[src/hw/rtl/vfq_pkg.sv]
// ----------------------------------------------------------------------------
// vfq_pkg
// Types and codes shared by the video frame queue with group-of-pictures
// discard.
// ----------------------------------------------------------------------------
package vfq_pkg;

  localparam int DEF_QUEUE_DEPTH = 64;

  // Request codes
  localparam logic [2:0] REQ_PUT     = 3'd0;
  localparam logic [2:0] REQ_GET     = 3'd1;
  localparam logic [2:0] REQ_DISCARD = 3'd2;
  localparam logic [2:0] REQ_FLUSH   = 3'd3;
  localparam logic [2:0] REQ_ABORT   = 3'd4;

  // Status codes
  localparam logic [2:0] ST_OK      = 3'd0;
  localparam logic [2:0] ST_ABORTED = 3'd1;
  localparam logic [2:0] ST_EMPTY   = 3'd2;
  localparam logic [2:0] ST_FULL    = 3'd3;
  localparam logic [2:0] ST_NONPIC  = 3'd4;

  // NAL unit types
  localparam logic [4:0] NAL_NON_IDR = 5'd1;
  localparam logic [4:0] NAL_IDR     = 5'd5;

  typedef struct packed {
    logic [2:0]  req_type;
    logic [15:0] packet_handle;
    logic [4:0]  nal_type;
    logic [15:0] frame_duration;
    logic [31:0] frame_time;
  } req_t;

  typedef struct packed {
    logic [2:0]  status;
    logic [15:0] out_handle;
    logic [4:0]  out_nal_type;
    logic [15:0] out_duration;
    logic [31:0] out_time;
    logic [6:0]  dropped_count;
    logic [21:0] dropped_duration;
    logic [6:0]  queue_level;
  } res_t;

  // One stored frame descriptor
  typedef struct packed {
    logic [15:0] handle;
    logic [4:0]  nal;
    logic [15:0] duration;
    logic [31:0] stamp;
  } slot_t;

endpackage

[src/hw/rtl/vfq_mem.sv]
// ----------------------------------------------------------------------------
// vfq_mem
// Descriptor store: one write port, one read port with registered read data.
// ----------------------------------------------------------------------------
module vfq_mem #(
  parameter int QUEUE_DEPTH = vfq_pkg::DEF_QUEUE_DEPTH,
  parameter int ADDR_W      = $clog2(QUEUE_DEPTH)
) (
  input  logic                  clk,
  input  logic                  wr_en,
  input  logic [ADDR_W-1:0]     wr_addr,
  input  vfq_pkg::slot_t        wr_data,
  input  logic [ADDR_W-1:0]     rd_addr,
  output vfq_pkg::slot_t        rd_data
);
  import vfq_pkg::*;

  slot_t mem [QUEUE_DEPTH];

  always_ff @(posedge clk) begin
    if (wr_en) begin
      mem[wr_addr] <= wr_data;
    end
    rd_data <= mem[rd_addr];
  end

endmodule

[config.mk]
export PLATFORM = sky130hd
export DESIGN_NAME = vfq_mem
export DESIGN_NICKNAME = d
export VERILOG_FILES = /design/src/hw/rtl/vfq_pkg.sv /design/src/hw/rtl/vfq_mem.sv
export SDC_FILE = /design/constraint.sdc
export NUM_CORES = 2
export LEC_CHECK = 0
export BUFFER_PORTS_ARGS = -buffer_cell sky130_fd_sc_hd__buf_2
export CORE_AREA = 2 2 556 558
export DETAILED_ROUTE_END_ITERATION = 10
export DIE_AREA = 0 0 558 560
export PLACE_DENSITY = 0.76
export SYNTH_ARGS = -nofsm -noshare
export SYNTH_HDL_FRONTEND = slang
export SYNTH_MEMORY_MAX_BITS = 65536
export SYNTH_SLANG_ARGS = --single-unit
[constraint.sdc]
create_clock -name clk -period 6.2 [get_ports clk]
set_clock_uncertainty 0.2 [all_clocks]
set_input_delay 0.62 -clock clk [delete_from_list [all_inputs] [get_ports clk]]
set_output_delay 0.62 -clock clk [all_outputs]
set_load 0.02 [all_outputs]
After elaboration in Yosys (flattened, before gate mapping)
Memories as Yosys holds them, arrays and structs flattened. A register that Yosys moved wholly into a read port is not among the register bits.
Cells that the tools add are included.
{ "word_totals": {"n_memories": 1, "mem_bits_rw": 4416, "in_bits": 83, "reg_bits": 0, "output_inout_bits": 69, "wordCells": 3} }
{ "classes": {"muxes": 2} }
{ "mem_list": {"columns": ["memory", "depth", "width", "read_ports", "rd_clocked_by_memory_dff", "wr", "line", "text"], "rows": [
  ["mem", 64, 69, 1, 1, 1, "vfq_mem.sv:18", "slot_t mem [QUEUE_DEPTH];"]
]} }
{ "ops": {"columns": ["operator", "count"], "rows": [
  ["1-bit 2-to-1 mux", 2]
]} }

Logic depth before layout (Yosys ltp)
{ "logic_depth": {"ltp_word": 2, "depth_mapped": 9} }

Least setup slack after synthesis
OpenSTA, ideal clock, no wires.
{ "synth_path": {"kind": "input to register", "from": "input port wr_addr[3]", "to": "memory mem[48][0] (netlist bit) (enable)", "slack_ps": -408, "path_buffers": 1, "t_arrival_ps": 5827, "cell_stages": 4, "cell_sequence": "clkbuf_1 nor2b_1 nand4b_1 nor3_1"} }
{ "synth_lines": {"columns": ["item", "line", "text"], "rows": [
  ["from (decl)", "vfq_mem.sv:11", "input logic [ADDR_W-1:0] wr_addr,"],
  ["to (decl)", "vfq_mem.sv:18", null]
]} }
Straight into the memory's write port.

Final worst setup path
{ "layout_path": {"from": "input port wr_en", "to": "memory mem[22][37] (netlist bit) (enable)"} }
{ "layout_via": {"elab_chain_len": 2} }
{ "layout_lines": {"columns": ["item", "line", "text"], "rows": [
  ["from (decl)", "vfq_mem.sv:10", "input logic wr_en,"],
  ["1-bit 2-to-1 mux", "vfq_mem.sv:21", "if (wr_en) begin"],
  ["1-bit 2-to-1 mux (not written as such)", "vfq_mem.sv:22", "mem[wr_addr] <= wr_data;"]
]} }
No other way between the ends.

==> results.tsv <==
stage	metric	value	unit
setup_path	buffers and inverters on the worst path	3	
placement	GPL Wtd Cong	0.827	
drt	Detailed Route Iter0 Violations	14200	
drt	router iterations before antenna repair	5	
setup_path	Worst Path Required	6.55	ns
sta	RSZ-0062 raised after global routing	no	
synthesis	synthesized area	168000	µm²
sta	Hold Slack	0.154	ns
sta	final-report setup violation count	0	
cts	CTS Buf Count	423	
final_layout	design area	189000	µm²
die	DIE WIDTH	558	µm
placement	hpwl dp	237	mm
setup_path	Max Fanout on Critical Path	38	
global_routing	first-pass GRT wire length	666	mm
setup_path	CP dominant cell by count	buf_4	
sta	setup ws final	2.82	ns
global_routing	initial antenna violation count	44	
die	die footprint	312000	µm²
sta	Slew Limit Fails	0	
power	Pwr Density	333	nW/µm²
drt	WL/cell	40.1	µm
drt	Routed Antenna Nets	0	
global_routing	pin count of the biggest net entering global routing	112	
synthesis	post-synthesis cell type count	28	
setup_path	crit path DAT	3.74	ns
cts	CTS clk-pin slew, worst paths	0.06	ns
power	Max VDD drop	0.000247	V
sta	f_max	0.296	GHz
setup_path	CP max stage delay	0.78	ns
setup_path	crit-path cells	buf_2, nor2b_1, nand3_1, nor2_4, buf_4, buf_4	
die	initial core utilization	54.7	%
synthesis	post-synth top area cell	edfxtp_1	
sta	Setup TNS	0	ns
setup_path	worst setup path class	input pin to register	
global_routing	grt ovf	0	
cts	Max clock buf depth	4	
cts	hold buffers post-CTS	0	
die	I/O pin cnt	152	
sta	max_slew headroom	2.67	%
synthesis	Mapped Nets	7088	
setup_path	CP endpoint kind	register	
drt	DRT Wirelength	478	mm
sta	post-layout minimum cycle time	3.38	ns
global_routing	All-Layer GR Usage	30.7	%
drt	Vias/cell	7.10	
drt	# DRC	0	
die	Die Ht	560	µm
hold_path	worst hold path class	input pin to register	
sta	final hold vios	0	
setup_path	CP top delay family	buffers and inverters	
outcome	status	completed	
synthesis	top post-synthesis cells by area	edfxtp_1 (79%), mux4_2 (15%), a22oi_1 (1.2%)	
final_layout	Nets	7495	
power	leakage	58.7	nW
setup_path	WP depth	6	
synthesis	synth warn	0	
synthesis	Avg Cell Area, Syn	24.0	µm²
cts	CTS HTree Levels	5	
sta	Final Cycle Share	54.6	%
synthesis	Synth Instances	7005	
die	Row Count	204	
die	Core ar.	307000	µm²
final_layout	Area Growth Syn to Fin	12.8	%
drt	Vias	84700	
run	Max-cap violations	0	
sta	Least-Margin Pin Slew	1.46	ns
cts	clock latency on the worst-skew pair	0.98	ns
placement	pre-CTS setup slack	2.08	ns
synthesis	synthesized flop and latch total	4485	
cts	Post-CTS Resized	0	
setup_path	Worst Reg-to-Reg Cells	4	
placement	Post-DP Area	175000	µm²
hold_path	hold path depth	1	
final_layout	share of cells above drive strength 1	28.1	%
cts	postcts setup bufs	0	
cts	clk root buf	clkbuf_16	
cts	Sink Count	4485	
global_routing	vias in the first global route	85600	
synthesis	post-synth top area share	79.0	%
cts	CTS tree	done	
placement	Buffers on Ports	151	
final_layout	Fillers	19400	
setup_path	Worst path slowest cell	nand3_1	
synthesis	Seq/Total Area, Yosys	79.8	%
setup_path	CP startpoint kind	input pin	
[cell usage after synthesis]
library cell     n
o22ai_1        138
nor2_1         117
nand3b_1        27
clkbuf_1       143
nand2_1          8
and2_1           3
nand2b_1         9
mux2i_1        105
edfxtp_1      4416
a22oi_1        276
dfxtp_1         69
o211a_1         69
o221ai_1        51
buf_6            2
buf_1           22
nor3_1           2
mux4_2        1104
nand4_1          2
nand4b_1         1
nand3_1        121
a211oi_1        69
or3b_1           1
buf_2          191
or3b_2           3
or2_2            2
buf_4           42
nor2b_1          9
or3_1            3
[final cells by class]
class	count	area, µm²	share of cell area (%)
Sequential cell	4485	134000	70.8
Multi-Input combinational cell	2120	32600	17.2
Clock buffer	529	11200	5.90
Tap cell	4120	5150	2.72
Timing Repair Buffer	382	3430	1.81
Clock inverter	260	2980	1.57
Antenna cell	25	62.6	0.0330
[sequential cells by signal (all words and copies together), names as in the netlist]
register,flops
rd_data,69
mem,4416
[metrics by stage]
step	utilization, %	std cells	power, mW
2_1_floorplan	-	7005	35.9
5_1_grt	61.7	11900	64.4
6_report	61.7	11900	63.1
4_1_cts	61.7	11900	63.2
3_3_place_gp	57.0	11100	37.2
3_5_place_dp	57.0	11100	37.3
[where the power goes]
part	total (mW)	switching [mW]	internal [mW]
Sequential	33.8	0.174	33.6
Combinational	3.00	1.96	1.04
Clock	26.3	11.4	14.9
Total	63.1	13.5	49.5
[logic make-up (layout without fill, tap and decap cells)]
family,Yosys count,in the layout,share of synthesized area [%]
muxes,1209,1209,15.4
AOI/OAI and AO/OA,603,603,2.73
buffers and inverters,400,1171,1.14
DFF,4485,4485,79.8
other,0,25,0
and+or+nand+nor,308,308,0.897
[path summary, 6_finish.rpt]
kind | startpoint | endpoint | slack (ns)
worst min register to register | mem[55][19] | rd_data[19] | 0.65
worst max-delay path | wr_en | mem[22][37] | 2.82
worst max register to register | mem[33][41] | rd_data[41] | 3.98
worst min-delay path | wr_data[26] | mem[32][26] | 0.15
[routing by layer]
metal	routed length (µm)	vias up	track usage, %
li1	-	31300	-
met1	156000	44500	40.6
met2	226000	7540	47.4
met3	69500	1322	8.84
met4	25900	30	14.6
met5	273	-	0.185
[layout by cell type (no fill, tap or decap), drive strengths merged, types with 27 or more instances in the layout]
| master | synthesis | final |
|---|---|---|
| mux4 | 1104 | 1104 |
| o221ai | 51 | 51 |
| nand3b | 27 | 27 |
| edfxtp | 4416 | 4416 |
| o211a | 69 | 69 |
| clkinv | 0 | 196 |
| buf | 257 | 382 |
| a211oi | 69 | 69 |
| mux2i | 105 | 105 |
| a22oi | 276 | 276 |
| dfxtp | 69 | 69 |
| nor2 | 117 | 117 |
| bufinv | 0 | 49 |
| o22ai | 138 | 138 |
| clkbuf | 143 | 529 |
| nand3 | 121 | 121 |
(Power assumes the default switching activity.)
