## src/hw/rtl/vfq_pkg.sv

```systemverilog
// ----------------------------------------------------------------------------
// vfq_pkg
// Types and codes shared by the video frame queue with group-of-pictures
// discard.
// ----------------------------------------------------------------------------
package vfq_pkg;

  localparam int DEF_QUEUE_DEPTH = 64;

  // Request codes
  localparam logic [2:0] REQ_PUT     = 3'd0;
  localparam logic [2:0] REQ_GET     = 3'd1;
  localparam logic [2:0] REQ_DISCARD = 3'd2;
  localparam logic [2:0] REQ_FLUSH   = 3'd3;
  localparam logic [2:0] REQ_ABORT   = 3'd4;

  // Status codes
  localparam logic [2:0] ST_OK      = 3'd0;
  localparam logic [2:0] ST_ABORTED = 3'd1;
  localparam logic [2:0] ST_EMPTY   = 3'd2;
  localparam logic [2:0] ST_FULL    = 3'd3;
  localparam logic [2:0] ST_NONPIC  = 3'd4;

  // NAL unit types
  localparam logic [4:0] NAL_NON_IDR = 5'd1;
  localparam logic [4:0] NAL_IDR     = 5'd5;

  typedef struct packed {
    logic [2:0]  req_type;
    logic [15:0] packet_handle;
    logic [4:0]  nal_type;
    logic [15:0] frame_duration;
    logic [31:0] frame_time;
  } req_t;

  typedef struct packed {
    logic [2:0]  status;
    logic [15:0] out_handle;
    logic [4:0]  out_nal_type;
    logic [15:0] out_duration;
    logic [31:0] out_time;
    logic [6:0]  dropped_count;
    logic [21:0] dropped_duration;
    logic [6:0]  queue_level;
  } res_t;

  // One stored frame descriptor
  typedef struct packed {
    logic [15:0] handle;
    logic [4:0]  nal;
    logic [15:0] duration;
    logic [31:0] stamp;
  } slot_t;

endpackage

```

## src/hw/rtl/vfq_ctrl.sv

```systemverilog
// ----------------------------------------------------------------------------
// vfq_ctrl
// Request sequencer: queue pointers, abort and rebase state, and the walk
// that removes head frames for a group-of-pictures discard.
// ----------------------------------------------------------------------------
module vfq_ctrl #(
  parameter int QUEUE_DEPTH = vfq_pkg::DEF_QUEUE_DEPTH,
  parameter int PTR_W       = $clog2(QUEUE_DEPTH),
  parameter int LVL_W       = $clog2(QUEUE_DEPTH + 1)
) (
  input  logic                 clk,
  input  logic                 rst,
  input  logic                 req_valid,
  input  vfq_pkg::req_t        req,
  output logic                 req_ready,
  input  logic                 out_free,
  output logic                 res_load,
  output vfq_pkg::res_t        result,
  output logic                 wr_en,
  output logic [PTR_W-1:0]     wr_addr,
  output vfq_pkg::slot_t       wr_data,
  output logic [PTR_W-1:0]     rd_addr,
  input  vfq_pkg::slot_t       rd_data
);
  import vfq_pkg::*;

  localparam logic [1:0] S_IDLE = 2'd0;
  localparam logic [1:0] S_GET  = 2'd1;
  localparam logic [1:0] S_DISC = 2'd2;

  logic [1:0]       state, state_next;
  logic [PTR_W-1:0] head_ptr, head_ptr_next;
  logic [PTR_W-1:0] tail_ptr, tail_ptr_next;
  logic [LVL_W-1:0] level, level_next;
  logic             aborted, aborted_next;
  logic             rebase_valid, rebase_valid_next;
  logic [31:0]      rebase_time, rebase_time_next;
  logic             disc_first, disc_first_next;
  logic [LVL_W-1:0] drop_cnt, drop_cnt_next;
  logic [21:0]      drop_dur, drop_dur_next;

  logic             accept;
  logic [PTR_W-1:0] pop_head;
  logic [PTR_W-1:0] pop_tail;
  logic [PTR_W-1:0] tail_inc;
  logic             is_full;

  assign req_ready = (state == S_IDLE) && out_free;
  assign accept    = req_valid && req_ready;
  assign is_full   = (level == LVL_W'(QUEUE_DEPTH));

  assign tail_inc = (tail_ptr == PTR_W'(QUEUE_DEPTH - 1)) ? '0 : tail_ptr + 1'b1;

  // Removing the last frame returns both pointers to slot zero.
  always_comb begin
    if (level == LVL_W'(1)) begin
      pop_head = '0;
      pop_tail = '0;
    end else begin
      pop_head = (head_ptr == PTR_W'(QUEUE_DEPTH - 1)) ? '0 : head_ptr + 1'b1;
      pop_tail = tail_ptr;
    end
  end

  assign wr_addr = tail_ptr;
  assign wr_data = '{handle: req.packet_handle, nal: req.nal_type,
                     duration: req.frame_duration, stamp: req.frame_time};

  // The head slot is read every cycle at the pointer that the next cycle will
  // hold. A put only writes at its own transfer, and the next request is read
  // again at its own transfer, so a read never needs data written at the same
  // edge.
  assign rd_addr = head_ptr_next;

  always_comb begin
    state_next        = state;
    head_ptr_next     = head_ptr;
    tail_ptr_next     = tail_ptr;
    level_next        = level;
    aborted_next      = aborted;
    rebase_valid_next = rebase_valid;
    rebase_time_next  = rebase_time;
    disc_first_next   = disc_first;
    drop_cnt_next     = drop_cnt;
    drop_dur_next     = drop_dur;
    wr_en             = 1'b0;
    res_load          = 1'b0;
    result            = '0;

    unique case (state)
      S_IDLE: begin
        if (accept) begin
          unique case (req.req_type)
            REQ_PUT: begin
              res_load = 1'b1;
              if (aborted) begin
                result.status = ST_ABORTED;
              end else if (is_full) begin
                result.status = ST_FULL;
              end else begin
                wr_en         = 1'b1;
                tail_ptr_next = tail_inc;
                level_next    = level + 1'b1;
              end
            end
            REQ_GET: begin
              if (aborted) begin
                res_load      = 1'b1;
                result.status = ST_ABORTED;
              end else if (level == '0) begin
                res_load      = 1'b1;
                result.status = ST_EMPTY;
              end else begin
                state_next = S_GET;
              end
            end
            REQ_DISCARD: begin
              if (aborted) begin
                res_load      = 1'b1;
                result.status = ST_ABORTED;
              end else if (level == '0) begin
                res_load = 1'b1;
              end else begin
                state_next      = S_DISC;
                disc_first_next = 1'b1;
                drop_cnt_next   = '0;
                drop_dur_next   = '0;
              end
            end
            REQ_FLUSH: begin
              res_load      = 1'b1;
              head_ptr_next = '0;
              tail_ptr_next = '0;
              level_next    = '0;
            end
            REQ_ABORT: begin
              res_load     = 1'b1;
              aborted_next = 1'b1;
            end
            default: begin
              res_load = 1'b1;
            end
          endcase
        end
      end

      S_GET: begin
        res_load            = 1'b1;
        result.out_handle   = rd_data.handle;
        result.out_nal_type = rd_data.nal;
        result.out_duration = rd_data.duration;
        if (rebase_valid) begin
          result.out_time  = rebase_time;
          rebase_time_next = rebase_time + 32'(rd_data.duration);
        end else begin
          result.out_time = rd_data.stamp;
        end
        head_ptr_next = pop_head;
        tail_ptr_next = pop_tail;
        level_next    = level - 1'b1;
        state_next    = S_IDLE;
      end

      S_DISC: begin
        if (level == '0) begin
          res_load   = 1'b1;
          state_next = S_IDLE;
        end else begin
          if (!rebase_valid) begin
            rebase_valid_next = 1'b1;
            rebase_time_next  = rd_data.stamp;
          end
          disc_first_next = 1'b0;
          if ((rd_data.nal == NAL_IDR && !disc_first) ||
              (rd_data.nal != NAL_IDR && rd_data.nal != NAL_NON_IDR)) begin
            // The frame that ends the walk stays in the queue.
            res_load   = 1'b1;
            state_next = S_IDLE;
            if (rd_data.nal != NAL_IDR) begin
              result.status = ST_NONPIC;
            end
          end else begin
            drop_cnt_next = drop_cnt + 1'b1;
            drop_dur_next = drop_dur + 22'(rd_data.duration);
            head_ptr_next = pop_head;
            tail_ptr_next = pop_tail;
            level_next    = level - 1'b1;
          end
        end
        result.dropped_count    = 7'(drop_cnt);
        result.dropped_duration = drop_dur;
      end

      default: begin
        state_next = S_IDLE;
      end
    endcase

    result.queue_level = 7'(level_next);
  end

  always_ff @(posedge clk) begin
    if (rst) begin
      state        <= S_IDLE;
      head_ptr     <= '0;
      tail_ptr     <= '0;
      level        <= '0;
      aborted      <= 1'b0;
      rebase_valid <= 1'b0;
      rebase_time  <= '0;
      disc_first   <= 1'b0;
      drop_cnt     <= '0;
      drop_dur     <= '0;
    end else begin
      state        <= state_next;
      head_ptr     <= head_ptr_next;
      tail_ptr     <= tail_ptr_next;
      level        <= level_next;
      aborted      <= aborted_next;
      rebase_valid <= rebase_valid_next;
      rebase_time  <= rebase_time_next;
      disc_first   <= disc_first_next;
      drop_cnt     <= drop_cnt_next;
      drop_dur     <= drop_dur_next;
    end
  end

  a_level_bound: assert property (@(posedge clk) disable iff (rst)
    level <= LVL_W'(QUEUE_DEPTH))
    else $error("queue level above depth");

  a_empty_ptrs: assert property (@(posedge clk) disable iff (rst)
    level == '0 |-> head_ptr == '0 && tail_ptr == '0)
    else $error("empty queue with pointers away from slot zero");

  a_result_room: assert property (@(posedge clk) disable iff (rst)
    res_load |-> out_free)
    else $error("result produced while output register is occupied");

  a_get_from_accept: assert property (@(posedge clk) disable iff (rst)
    state == S_GET |-> $past(accept) && level != '0)
    else $error("get read cycle without an accepted get on a filled queue");

  a_walk_start: assert property (@(posedge clk) disable iff (rst)
    state == S_DISC && disc_first |-> level != '0 && !aborted)
    else $error("discard walk started on an empty or aborted queue");

endmodule

```

## config.mk

```make
export PLATFORM = sky130hd
export DESIGN_NAME = vfq_ctrl
export DESIGN_NICKNAME = d
export VERILOG_FILES = /design/src/hw/rtl/vfq_pkg.sv /design/src/hw/rtl/vfq_ctrl.sv
export SDC_FILE = /design/constraint.sdc
export NUM_CORES = 1
export LEC_CHECK = 0
export BUFFER_PORTS_ARGS = -buffer_cell sky130_fd_sc_hd__buf_2
export CAP_MARGIN = 5
export CORE_MARGIN = 5
export CORE_UTILIZATION = 54
export CTS_BUF_LIST = sky130_fd_sc_hd__clkbuf_4 sky130_fd_sc_hd__clkbuf_8
export CTS_CLUSTER_DIAMETER = 60
export CTS_CLUSTER_SIZE = 16
export DETAILED_ROUTE_END_ITERATION = 7
export PLACE_DENSITY_LB_ADDON = 0.3
export SLEW_MARGIN = 0
export SYNTH_ARGS = -nofsm -noshare
export SYNTH_HDL_FRONTEND = slang
export SYNTH_SLANG_ARGS = --single-unit
```

## constraint.sdc

```tcl
create_clock -name clk -period 4 [get_ports clk]
set_clock_uncertainty 0.1 [all_clocks]
set_input_delay 0 -clock clk [delete_from_list [all_inputs] [get_ports clk]]
set_output_delay 0 -clock clk [all_outputs]
set_load 0.1 [all_outputs]
```

==> Word level (Yosys, flattened, before mapping) <==
Index checks and enable logic that the tools add are counted.
{ "classes": {"reduce_logical": 20, "add_sub_neg": 7, "muxes": 81, "bitwise_logic": 1, "eq_ne": 29} }
{ "op_table": {"columns": ["operator", "count"], "rows": [
  ["2-to-1 mux 22 bit", 6],
  ["2-to-1 mux 32 bit", 3],
  ["2-to-1 mux 6 bit", 13],
  ["2-to-1 mux 7 bit", 11],
  ["2-to-1 mux 69 bit", 1],
  ["case mux 32 bit (2 select lines)", 1],
  ["case mux 22 bit (2 select lines)", 1],
  ["case mux 6 bit (3 select lines)", 2],
  ["adder 32 x 16 -> 32 bit", 1],
  ["2-to-1 mux 29 bit", 1],
  ["case mux 7 bit (2 select lines)", 2],
  ["2-to-1 mux 2 bit", 12],
  ["adder 22 x 16 -> 22 bit", 1],
  ["!= test 3 bit, second input constant", 7],
  ["case mux 7 bit (3 select lines)", 1],
  ["AND reduction 7 bit", 3],
  ["2-to-1 mux 1 bit", 17],
  ["adder 7 x 1 -> 7 bit, second input constant", 2],
  ["adder 6 x 1 -> 6 bit, second input constant", 2],
  ["== test 6 bit, second input constant", 2],
  ["!= test 2 bit, second input constant", 6],
  ["case mux 6 bit (2 select lines)", 1],
  ["2-to-1 mux 3 bit", 3],
  ["case mux 2 bit (2 select lines)", 2],
  ["30 further kinds", 37]
]} }
{ "totals": {"out_inout_bits": 192, "input_bits": 145, "regBits": 85, "elab_cells": 148} }

==> Longest topological paths before layout <==
Gate-level depths: netlist of run 1.
{ "depth": {"depth_word": 7, "ltp_mapped": 12, "ltp_nobuf": 10} }

==> Worst setup path before layout of run 1 <==
Ideal clock, no wire load.
{ "synth_timing": {"path_kind": "reg-to-output", "from": "register state[0]", "to": "output result[0] in the netlist's numbering", "path_buffers": 1, "path_stages_with_launch": 10, "setup_slack_ns": -0.665, "arrival_time_ns": 4.565, "path_cell_list": "dfxtp_1 -> inv_1 -> ha_1 -> clkbuf_8 -> nand3_1 -> or4_1 -> nor3_1 -> nor3_1 -> o21ai_0 -> and2_1"} }
{ "synth_rtl": {"columns": ["element", "line_no", "rtl"], "rows": [
  ["start: declaration", "vfq_ctrl.sv:31", "logic [1:0] state, state_next;"],
  ["start signal: assignment", "vfq_ctrl.sv:215", "state <= state_next;"],
  ["end: declaration", "vfq_ctrl.sv:18", "output vfq_pkg::res_t result,"]
]} }

==> Worst setup path after layout of run 1 <==
{ "layout_timing": {"from": "register state[0]", "to": "output rd_addr[5]"} }
{ "layout_between": {"elab_chain_len": 5, "elab_cells_between_ends": 7} }
{ "layout_rtl": {"columns": ["element", "line_no", "rtl"], "rows": [
  ["logical NOT 2 bit", "vfq_ctrl.sv:48, vfq_ctrl.sv:90", null],
  ["logical AND 1 bit", "vfq_ctrl.sv:48", "assign req_ready = (state == S_IDLE) && out_free;"],
  ["logical AND 1 bit", "vfq_ctrl.sv:49", "assign accept = req_valid && req_ready;"],
  ["2-to-1 mux 6 bit", "vfq_ctrl.sv:92", "if (accept) begin"],
  ["case mux 6 bit (3 select lines) (*)", "vfq_ctrl.sv:90", "unique case (state)"],
  ["end: declaration", "vfq_ctrl.sv:22", "output logic [PTR_W-1:0] rd_addr,"]
]} }
Every way passes the cells marked *; elsewhere a longest branch is shown, timed or not.

==> flow_summary.yaml, run 1 <==
status:
  status: "complete, no violations"
sta:
  worstMarginPinSlew_ns: 1.006
  maxSlewHeadroom: 0.3272
  hold_violations: 0
  min_period_over_period: 0.8508
  setup_viol: 0
  setup_tns_ns: 0
  fmax_mhz: 293.8
  rsz0062_at_grt: "false"
  drv_slew: 0
  min_period_ns: 3.403
  whs_ns: 0.02658
floorplanning:
  ios: 337
  fp.dieH_um: 131.9
  die_area_um2: 17400
  start_util: 0.5523
  rows: 44
  die_x_um: 131.9
  core_area_um2: 14530
finish:
  num_antenna_cells: 0
  area_growth_pct: 21.18
  final_nets: 1462
  final_core_util: 0.6693
  drive_gt1_frac: 0.2028
logic_synthesis:
  avgSynthCellArea_um2: 7.412
  synth_seq_area_share: 0.2120
  synth_compound_area_frac: 0.2464
  synth_xor_area_frac: 0.03055
  yosys_warnings: 0
  synth_fp_nets: 1272
  synthFlopType: "dfxtp_1"
  syn_inst: 1083
  synth-edff-count: 0
  syn_area_um2: 8028
  yosys.area.top_type: "dfxtp_1"
  ys_ff_latch: 85
  synth_common_cells: "nor2_1, dfxtp_1, nand2_1"
  synth-simple-area-share: 0.2935
  synth_cell_types: 95
  yosysMostFrequentCell: "nor2_1"
  synth_top_area_share: 0.2120
  netlist_top_cells_area: "dfxtp_1, buf_4, ha_1, and2_1, nor2_1"
  synthAdderAreaFrac: 0.07045
  async_flop_share: 0
  synth_top_family_by_area: "simple AND/OR/NAND/NOR gates"
  synth_mux_area_frac: 0.03881
clock_network:
  cts.clk_slew.worst_paths_ns: 0.09
  cts_setup_buffers: 0
  clockBufferDepth: 2
  cts_inserted_buffers: 9
  cts_tree: "done"
  cts_root_buffer: "clkbuf_8"
  cts.htree.levels: 3
  cts_sinks: 85
  clock_latency_ns: 0.38
pwr:
  peakVddDrop_v: 0.0001322
  leakagePower_uw: 0.004125
  total_power_uw: 2408
  power_density_nw_per_um2: 247.5
global_route:
  overflow: 0
  grt_usage: 0.2857
  grt_pass1_wl_um: 42530
  grt_pass1_vias: 8332
  grt_max_degree: 59
  antenna_found_initial: 0
drt:
  wl_per_cell_um: 18.00
  firstDrtPassIters: 5
  ant_nets: 0
  drt_iter0_drc: 875
  via_per_inst: 6.070
  vias: 8869
  drc: 0
  wl_um: 26300
setup_path:
  slowest_delay_ns: 0.50
  cp_max_fo: 47
  path_cells: "inv_1 > ha_2 > buf_4 > and4_2 > a21oi_4 > nor2_2 > a41oi_2 > a31oi_1 > buf_2"
  worst_ep_required_time_ns: 3.90
  critPathKind: "register to output port"
  worst_ep_arrival_time_ns: 3.30
  slowest_stage: "buf_4"
  setup.worst_path.start_class: "register"
  cp-end-kind: "output port"
hold_path:
  hold_class: "input pin to register"
place:
  dp_hpwl_um: 18850
  gp_congestion: 0.9769
  io_buffers: 198
run:
  cap_violations: 0
what timing repair did:
action / 4_1_cts / 5_1_grt
resized for setup: 0 / 0
endpoints found under the hold margin: 97 / 0
hold buffers: 97 / 0
critical path: cells and delay by family (launching register included):
kind	cells	cell delay, ns
buffers and inverters	3	1.06
AND/OR/NAND/NOR	2	0.60
AO/OA/AOI/OAI	3	0.41
flip-flops	1	0.35
adder cells (fa/ha/maj)	1	0.48
registers in the layout, indices dropped and copies added (netlist names):
name / flops
rebase_time: 32
drop_cnt: 7
state: 2
rebase_valid: 1
disc_first: 1
wr_addr: 6
head_ptr: 6
drop_dur: 22
level: 7
aborted: 1
metal layers:
layer  routed length (µm)  global-route usage  up-vias  share of wire
met4                  689              0.1017        0          0.026
met3                 2229             0.05840       54          0.085
met2                12590              0.4750      476           0.48
met5                    0                   0        -              0
li1                     -                   -     4214              -
met1                10790              0.3669     4125           0.41
per-stage QoR:
| stage | instance area (µm²) | cells | setup WS (ns) |
|---|---|---|---|
| floorplan | 8044 | 1083 | 0.2216 |
| CTS | 9728 | 1461 | 0.6002 |
| finish | 9728 | 1461 | 0.5969 |
| global placement | 8561 | 1349 | 1.028 |
| global route | 9728 | 1461 | 0.4190 |
| detailed placement | 8561 | 1349 | 0.8965 |
report_power, final:
group | internal, µW | total (µW) | switching [µW]
clock network | 304 | 651 | 347
registers | 859 | 889 | 30.3
logic | 200 | 868 | 668
cells by family (layout without fill, tap and decap cells):
kind of cell | Yosys count | in the layout
muxes | 31 | 31
and+or+nand+nor | 455 | 455
adders and majority gates | 44 | 44
buffers and inverters | 147 | 341
DFF | 85 | 85
AOI/OAI and AO/OA | 293 | 293
xor gates and xnor gates | 28 | 28
layout by cell type (no fill, tap or decap), types with 11 or more instances in the layout:
cell and instances:
nand3_1 33, a21oi_1 78, o22ai_1 11, nand2_1 85
mux2i_1 30, o21ai_0 58, xor2_1 16, nand4_1 12
buf_2 197, nor2b_1 13, nor3_1 25, inv_1 22
xnor2_1 12, and2_1 83, dfxtp_1 84, or3_1 12
nor2_1 127, a22oi_1 13, a211oi_1 13, dlygate4sd3_1 97
ha_1 41
final timing paths:
kind / from / slack, ns / cells past startpoint / to
max: state[0] / 0.60 / 9 / rd_addr[5]
min: rd_data[2] / 0.03 / 5 / rebase_time[2]
max reg2reg: state[0] / 0.84 / 8 / rebase_time[6]
min reg2reg: drop_dur[10] / 0.38 / 2 / drop_dur[10]
cell type report:
class                           instances  area, µm²
Multi-Input combinational cell        851       5475
Sequential cell                        85       1703
Fill cell                            1249       4806
Clock buffer                           10      137.6
Timing Repair Buffer                  303       2037
Tap cell                              184      230.2
Inverter                               23      86.33
Clock inverter                          5      58.81
Note: power is estimated with default switching activity, not from simulation.
==> run 2: changes to the inputs <==
--- a/config.mk
+++ b/config.mk
@@ -8,7 +8,7 @@
 export BUFFER_PORTS_ARGS = -buffer_cell sky130_fd_sc_hd__buf_2
 export CAP_MARGIN = 5
 export CORE_MARGIN = 5
-export CORE_UTILIZATION = 54
+export CORE_UTILIZATION = 46
 export CTS_BUF_LIST = sky130_fd_sc_hd__clkbuf_4 sky130_fd_sc_hd__clkbuf_8
 export CTS_CLUSTER_DIAMETER = 60
 export CTS_CLUSTER_SIZE = 16
==> constraint.sdc (replaced) <==
create_clock -name clk -period 2.8 [get_ports clk]
set_clock_uncertainty 0.1 [all_clocks]
set_input_delay 0 -clock clk [delete_from_list [all_inputs] [get_ports clk]]
set_output_delay 0 -clock clk [all_outputs]
set_load 0.1 [all_outputs]
==> run 2 against run 1 <==
Total power is 62% higher. Clock power increased by 87%. Sequential power up 43%. Critical endpoint is now rd_addr[3]. Register-to-register slack worse by 0.69 ns. Final area up 15%. Non-clock buffer count is 49 higher. Flip-flop and latch count unchanged. Highest routed layer is now met5. Clock-buffer cell count fell by 1. Hold slack got worse by 0.016 ns. Setup slack got worse by 0.57 ns. Combinational power rose by 61%. First-iteration DRC count fell by 6.6%.
==> flow_summary.yaml, run 2 (synthesis results as in run 1) <==
setup_path:
  slowest_stage: "or3b_4"
  path_cells: "inv_4 > ha_4 > or3b_4 > or3_4 > a21oi_4 > buf_6 > nor4_2 > o21ai_1 > o21ai_2 > buf_12"
  worst_ep_required_time_ns: 2.70
  critical_path.top_delay_family: "simple AND/OR/NAND/NOR gates"
  cp_max_fo: 6
  cp-end-kind: "output port"
  setup.worst_path.start_class: "register"
  slowest_delay_ns: 0.40
  critPathKind: "register to output port"
  crit_buf_inv: 3
  worst_ep_arrival_time_ns: 2.67
place:
  dp_hpwl_um: 20900
  placed_area_um2: 9713
  gp_congestion: 0.9304
  dp_slack_ns: 0.1213
  io_buffers: 198
  place_inst: 1424
sta:
  hold_violations: 0
  setup_ws_ns: 0.03110
  worstMarginPinSlew_ns: 1.003
  drv_slew: 0
  setup_viol: 0
  maxSlewHeadroom: 0.3294
  fmax_mhz: 361.2
  rsz0062_at_grt: "true"
  min_period_ns: 2.769
  min_period_over_period: 0.9889
drt:
  firstDrtPassIters: 5
  drt_iter0_drc: 817
  ant_nets: 0
  wl_um: 28860
  vias: 9044
  via_per_inst: 5.824
  wl_per_cell_um: 18.59
  drc: 0
global_route:
  grt_pass1_vias: 8598
  grt_pass1_wl_um: 44350
  antenna_found_initial: 2
  grt_usage: 0.2695
  overflow: 0
  grt_max_degree: 37
floorplanning:
  die_area_um2: 20190
  die_x_um: 142.1
  fp.dieH_um: 142.1
  rows: 48
  start_util: 0.4657
  core_area_um2: 17240
  ios: 337
pwr:
  leakagePower_uw: 0.004538
  peakVddDrop_v: 0.0002240
  power_density_nw_per_um2: 348.8
clock_network:
  cts.htree.levels: 3
  cts_inserted_buffers: 9
  clockBufferDepth: 2
  clock_latency_ns: 0.39
  cts_tree: "done"
  cts_sinks: 85
  cts_root_buffer: "clkbuf_8"
  cts.clk_slew.worst_paths_ns: 0.10
finish:
  final_nets: 1511
  top_regs: "rebase_time (32), drop_dur (22)"
  fin_cells: 1553
  top_register: "rebase_time"
  final_common_cell: "buf_2"
  multi_input_area_um2: 5677
  drive_gt1_frac: 0.2585
  regArea_um2: 1710
  design_area_um2: 11160
  area_growth_pct: 38.97
  final_cell_mix: "buf_2, nor2_1, dlygate4sd3_1, nand2_1, dfxtp_1"
  fillers: 1478
  largest_reg_flops: 32
run:
  cap_violations: 0
status:
  status: "complete, no violations"
hold_path:
  hold_class: "input pin to register"
run 2: changes by cell type in the layout (fill, tap and decap cells not counted), moves of 3 or more:
cell,change
a21oi_2,+4
buf_6,+3
a21oi_1,-5
bufinv_16,+3
buf_2,-47
buf_12,+47
buf_4,+45
run 2: layout make-up:
class,instances,area share
Antenna cell,1,0.0002243
Clock buffer,9,0.01110
Clock inverter,7,0.01301
Inverter,23,0.008188
Multi-Input combinational cell,851,0.5089
Sequential cell,85,0.1533
Tap cell,225,0.02524
Timing Repair Buffer,352,0.2801
run 2: worst paths after layout:
path	startpoint	endpoint	slack, ns	cells past startpoint
setup / recovery	level[0]	rd_addr[3]	0.03	10
hold / removal	rd_data[23]	rebase_time[23]	0.01	3
setup reg to reg	drop_dur[0]	drop_dur[20]	0.15	10
hold reg to reg	drop_dur[11]	drop_dur[11]	0.39	2
run 2: where the power goes:
group | switching [µW] | leakage [µW] | internal (µW)
Combinational | 1000 | 0.00372 | 402
Sequential | 42.0 | 0.000688 | 1230
Clock | 530 | 0.000130 | 689
run 2: worst reg2reg max path, cell delays in order (launching register included):
cell	delay (ns)
dfxtp_1	0.36
ha_1	0.19
inv_1	0.06
fa_1	0.39
nor2b_1	0.16
o31ai_1	0.13
a21oi_2	0.19
nor2_1	0.10
o21a_1	0.25
or4_1	0.51
a21oi_1	0.14
run 2: repair_timing:
item                                    4_1_cts  5_1_grt
pin swaps                                     3       10
gates resized for setup                       4       21
endpoints found under the setup margin        9       25
hold buffers                                 98        0
buffers inserted                              6        8
hold endpoints to repair                    109        0
run 2: routing by layer:
metal / up-vias / part of all wire / track usage
li1: 4322 / - / -
met1: 4210 / 0.39 / 0.3355
met2: 460 / 0.49 / 0.4549
met3: 50 / 0.10 / 0.06284
met4: 2 / 0.023 / 0.09798
met5: - / 0.00028 / 0
run 2: through the flow:
stage          utilization  TNS, ns  power, µW  hold WS, ns
2_1_floorplan            -   -1.424       2339      0.06155
3_3_place_gp        0.5635        0       2145     -0.09932
3_5_place_dp        0.5635        0       2153     -0.09932
4_1_cts             0.6395        0       3875     0.008484
5_1_grt             0.6471  -0.2609       4001      0.06424
6_report            0.6472        0       3892      0.01084
